<file path="config.mk">
export PLATFORM = sky130hd
export DESIGN_NAME = sia_cell
export DESIGN_NICKNAME = d
export VERILOG_FILES = /design/src/rtl/core/sia_pkg.sv /design/src/rtl/core/sia_cell.sv
export SDC_FILE = /design/constraint.sdc
export NUM_CORES = 1
export LEC_CHECK = 0
export BUFFER_PORTS_ARGS = -buffer_cell sky130_fd_sc_hd__buf_2
export CAP_MARGIN = 10
export CELL_PAD_IN_SITES_DETAIL_PLACEMENT = 0
export CELL_PAD_IN_SITES_GLOBAL_PLACEMENT = 1
export CORE_ASPECT_RATIO = 2
export CORE_MARGIN = 8
export CORE_UTILIZATION = 34
export DETAILED_ROUTE_END_ITERATION = 8
export PLACE_DENSITY = 0.95
export REMOVE_ABC_BUFFERS = 1
export SLEW_MARGIN = 10
export SYNTH_ARGS = -nofsm -noshare
export SYNTH_HDL_FRONTEND = slang
export SYNTH_SLANG_ARGS = --single-unit
</file>
<file path="constraint.sdc">
create_clock -name clk -period 8 [get_ports clk]
set_clock_uncertainty 0.05 [all_clocks]
set_input_delay 2.4 -clock clk [delete_from_list [all_inputs] [get_ports clk]]
set_output_delay 2.4 -clock clk [all_outputs]
set_load 0.01 [all_outputs]
</file>
<file path="src/rtl/core/sia_pkg.sv">
`timescale 1ns / 1ps

package sia_pkg;

    localparam int DATA_W = 32;
    localparam int INDEX_W = 8;
    localparam int COUNT_W = 9;
    localparam int STATUS_W = 2;
    localparam int KIND_W = 3;

    typedef enum logic [KIND_W-1:0] {
        KIND_INSERT    = 3'd0,
        KIND_LOOKUP    = 3'd1,
        KIND_RM_INDEX  = 3'd2,
        KIND_RM_FIRST  = 3'd3,
        KIND_RM_ALL    = 3'd4
    } kind_t;

    localparam logic [STATUS_W-1:0] STATUS_OK      = 2'd0;
    localparam logic [STATUS_W-1:0] STATUS_FULL    = 2'd1;
    localparam logic [STATUS_W-1:0] STATUS_RANGE   = 2'd2;
    localparam logic [STATUS_W-1:0] STATUS_NOMATCH = 2'd3;

    typedef enum logic [1:0] {
        ST_IDLE,
        ST_CMP,
        ST_ACT,
        ST_DONE
    } state_t;

    typedef enum logic [1:0] {
        CELL_HOLD,
        CELL_INSERT,
        CELL_DEL_INDEX,
        CELL_DEL_MATCH
    } cell_op_t;

    typedef struct packed {
        logic     cmp;
        cell_op_t op;
    } cell_ctl_t;

    typedef struct packed {
        logic [KIND_W-1:0]  kind;
        logic [DATA_W-1:0]  value;
        logic [INDEX_W-1:0] index;
    } req_t;

    typedef struct packed {
        logic [DATA_W-1:0]   read_value;
        logic [COUNT_W-1:0]  entry_count;
        logic [STATUS_W-1:0] status;
        logic [COUNT_W-1:0]  removed_count;
    } rsp_t;

endpackage

</file>
<file path="src/rtl/core/sia_cell.sv">
`timescale 1ns / 1ps

module sia_cell #(
    parameter int POS = 0,
    parameter int CW  = 9
) (
    input  logic                        clk,
    input  sia_pkg::cell_ctl_t          ctl,
    input  logic [CW-1:0]               count,
    input  logic [sia_pkg::DATA_W-1:0]  key,
    input  logic [sia_pkg::INDEX_W-1:0] index,
    input  logic [sia_pkg::DATA_W-1:0]  left_data,
    input  logic                        left_lt,
    input  logic [sia_pkg::DATA_W-1:0]  right_data,
    output logic [sia_pkg::DATA_W-1:0]  data,
    output logic                        lt,
    output logic                        first_hit
);
    import sia_pkg::*;

    logic [DATA_W-1:0] data_reg, data_next;
    logic              lt_reg, eq_reg;
    logic              valid;

    assign valid = 32'(POS) < 32'(count);

    // left_lt high means every cell below is less than the key
    always_comb
    begin
        data_next = data_reg;
        unique case (ctl.op)
            CELL_HOLD:
            begin
                data_next = data_reg;
            end
            CELL_INSERT:
            begin
                if (!lt_reg)
                    data_next = left_lt ? key : left_data;
            end
            CELL_DEL_INDEX:
            begin
                if (32'(POS) >= 32'(index))
                    data_next = right_data;
            end
            CELL_DEL_MATCH:
            begin
                if (!lt_reg)
                    data_next = right_data;
            end
            default:
            begin
                data_next = data_reg;
            end
        endcase
    end

    always_ff @(posedge clk)
    begin
        data_reg <= data_next;
        if (ctl.cmp)
        begin
            lt_reg <= valid && (data_reg < key);
            eq_reg <= valid && (data_reg == key);
        end
    end

    assign data      = data_reg;
    assign lt        = lt_reg;
    assign first_hit = eq_reg && left_lt;

endmodule

</file>
* Word-level counts from Yosys, hierarchy flattened
Cells that the tools add are included.
** Word-level totals
- Word-level logic and storage cells :: 24
- Register bits :: 34
- Output and inout port bits :: 34
- Input port bits :: 118
** Cells by class
- Reductions and logical operators :: 5
- Bitwise gates (word level) :: 1
- Multiplexer cells :: 5
- Magnitude comparators :: 3
- Equality and inequality tests :: 7
** Operator list (number)
- 2-to-1 mux 32 bit :: 4
- one-hot mux 32 bit (3 select lines) :: 1
- == test 32 bit :: 1
- < comparator 32 bit :: 1
- < comparator 1 x 9 -> 1 bit (first input constant) :: 1
- greater-or-equal comparator 1 x 8 -> 1 bit (first input constant) :: 1
- inequality test 2 bit (second input constant) :: 3
- == test 2 bit (second input constant) :: 2
- AND reduction 4 bit :: 1
- logical AND 1 bit :: 3
- == test 2 x 1 -> 1 bit (second input constant) :: 1
- logical NOT 2 bit :: 1
- inverter 1 bit :: 1

* Depth between registers and ports, before layout
- Word-level depth :: 3
- Gate-level depth with buffers :: 7
- Gate-level depth less buffers :: 7

* Worst setup path after synthesis
Ideal clock, no wire load.
- Path kind :: input to output
- Start :: input port left_lt
- End :: output port first_hit
- Setup slack :: 2618 ps
- Data arrival time :: 2932 ps
- Buffers on the path :: 2
- Required time :: 5550 ps
- Stages on the path :: 3
- Path through :: buf_2 buf_4 and2_1
** On the way
- Cells in the longest elaborated chain, start to end :: 1
** Ends and longest elaborated chain
- start: declaration :: RTL line sia_cell.sv:13 : input logic left_lt,
- logical AND 1 bit :: RTL line sia_cell.sv:70 : assign first_hit = eq_reg && left_lt;
- end: declaration :: RTL line sia_cell.sv:17 : output logic first_hit
No other way between the ends.

* Worst setup path in the final report
Ends and elaborated chain as after synthesis.

==> out/summary.txt <==
Nets: 568
final non-filler cell total: 511
Vias per Instance: 4.86
post-DP HPWL: 6630 um
PD cells: 145 nW/um2
Worst-Margin Slew: 0.587 ns
Synth area leaders: edfxtp_1 40%, ha_1 16%, mux2i_1 13%
Skew-Pair Late Insertion Delay: 0.28 ns
Lkg Pwr: 1.84 nW
Critical Path AT: 3.31 ns
Overall Global Routing Usage: 0.149
Fin Hold WS: 0.766 ns
highest-delay cell along the critical path: buf_4
CP Data Required Time: 5.55 ns
Root Buffer: clkbuf_16
Placed Area: 3400 um2
first-pass GRT wire length: 13100 um
post-synth design cell area: 2550 um2
R2R Path Start: data[23]$_DFFE_PP_
Worst IR Drop VDD: 0.102 mV
Worst setup SP type: primary input
Worst Hold Endpoint: lt$_DFFE_PP_
R2R Setup Slk: 6.11 ns
most instantiated cells after synthesis: 41 x nand2_1, 36 x o21ai_0, 34 x edfxtp_1, 34 x inv_1, 33 x mux2i_1
Setup Viol. Count Final: 0
CTS Buf Count: 5
Core Box Area: 7270 um2
share of cells above drive strength 1: 0.385
sequential-to-total area share from yosys stat: 0.400
Final GP Congestion: 0.781
synthesized flop and latch total: 34
setup repair bufs after CTS: 0
Inst Count DP: 503
DRC violations left: 0
Max-cap violations: 0
Final Hold Fails: 0
row cnt: 44
Yosys cell types: 25
TritonCTS clock tree: built
Final Critical Period: 5.76 ns
DR vias: 2485
max reg flops: 32
critical path depth in cells: 4
first-pass detailed-route iteration total: 4
Post-synth EDFFs: 34
Most Crowded Layer GR: met2
H-tree depth: 2
PostCTS Resize Cnt: 0
worst hold path stage count: 3
synthesized area per cell: 9.52 um2
area leader, netlist: edfxtp_1
pre-CTS WS: 2.25 ns
CP max stage delay: 0.47 ns
initial antenna violation count: 1
Worst slew margin: 0.609
Setup CP Type: primary input to output port
RSZ-0062 raised after global routing: no
Initial Utilization: 0.351
die height: 139 um
GR Overflow Total: 0
DR WL/cell: 15.6 um
die width: 77.3 um
pin count of the biggest net entering global routing: 66
TNS Setup: 0 ns
Reg clk slew, reported paths: 0.05 ns
Ys Warns: 0
Worst setup EP type: output port
P&R area growth vs syn: 38.6%
DR iter-0 viols: 85
Final Total Pwr: 0.515 mW
top-count cell post-synth: nand2_1
Crit Path Max Fanout: 33
CP most frequent cell: buf_2
Final Cycle Share: 0.720
Util after Layout: 0.487
Buf/Inv on CP: 3
Setup WS post-layout: 2.24 ns
total I/O pin count: 152
drt total wl: 7970 um
GR Util met2: 0.290
vias in the first global route: 2789
I/O Buffers: 151
met3 GRT Util: 0.0344
Fmax: 0.174 GHz
final-report max-slew violation count: 0
worst-path cell chain: buf_2, buf_4, and2_1, buf_2
cts hold-fix bufs: 0
Max Root-Sink Buffers: 2
cell count after synthesis: 268
met1 GRT Util: 0.140
asr flop ratio synth: 0
number of nets with antenna violations after routing: 0
Finished Cell Area: 3540 um2
Top Family by Delay on Critical Path: buffers and inverters
top-area cell type share of the netlist area: 0.400
top_reg_cell synth: edfxtp_1
CTS Sinks: 34
status: finished clean
worst reg2reg endpoint: lt$_DFFE_PP_
worst hold-check path type: flip-flop to flip-flop
hold path startpoint: data[31]$_DFFE_PP_
worst r2r path cells: 6
Die Area: 10700 um2
-- layout make-up --
class	count	area, um2
Clock buffer	7	133
Inverter	34	128
Antenna cell	1	2.50
Timing Repair Buffer	154	778
Fill cell	759	3730
Multi-Input combinational cell	189	1360
Tap cell	92	115
Sequential cell	34	1020
-- worst max path at each step --
stage               startpoint   endpoint
finish                 left_lt  first_hit
global route           left_lt  first_hit
CTS                    left_lt  first_hit
detailed placement     left_lt  first_hit
global placement       left_lt  first_hit
floorplan              left_lt  first_hit
-- worst min-delay path, delay by kind of cell (launching register included) --
kind,cells,cell delay (ns)
and+or+nand+nor,2,0.17
adders and majority gates,1,0.14
DFF,1,0.34
-- where the power goes --
part | switching (mW) | internal [mW] | total, mW
Sequential | 0.00553 | 0.211 | 0.216
Clock | 0.0664 | 0.114 | 0.180
Combinational | 0.0614 | 0.0566 | 0.118
-- cells by family after synthesis --
logic type / synth area share
adders and majority gates: 0.157
buffers and inverters: 0.0716
muxes: 0.129
AOI/OAI and AO/OA: 0.114
DFF: 0.400
and+or+nand+nor: 0.128
-- layout by cell type, fill, tap and decap left out --
cell type	instances
buf_2	151
nand2_1	41
o21ai_0	36
inv_1	34
edfxtp_1	34
mux2i_1	32
ha_1	32
a21oi_1	12
nand4_1	8
clkbuf_16	5
nor2_1	4
nand3_1	4
nor4_1	3
nor3_1	3
buf_4	3
nor2b_1	2
a221oi_1	2
and4_1	2
clkbuf_1	2
diode_2	1
mux2i_4	1
nand4b_1	1
o211ai_1	1
a21o_1	1
o2111a_1	1
o22ai_1	1
nor3_2	1
and2_1	1
-- layer usage --
metal	wire, um	vias to the layer above	part of all wire
met1	2770	1136	0.35
met4	137	0	0.017
met5	0	-	0
met2	4610	83	0.58
li1	-	1259	-
met3	459	7	0.058
(Power assumes the default switching activity.)
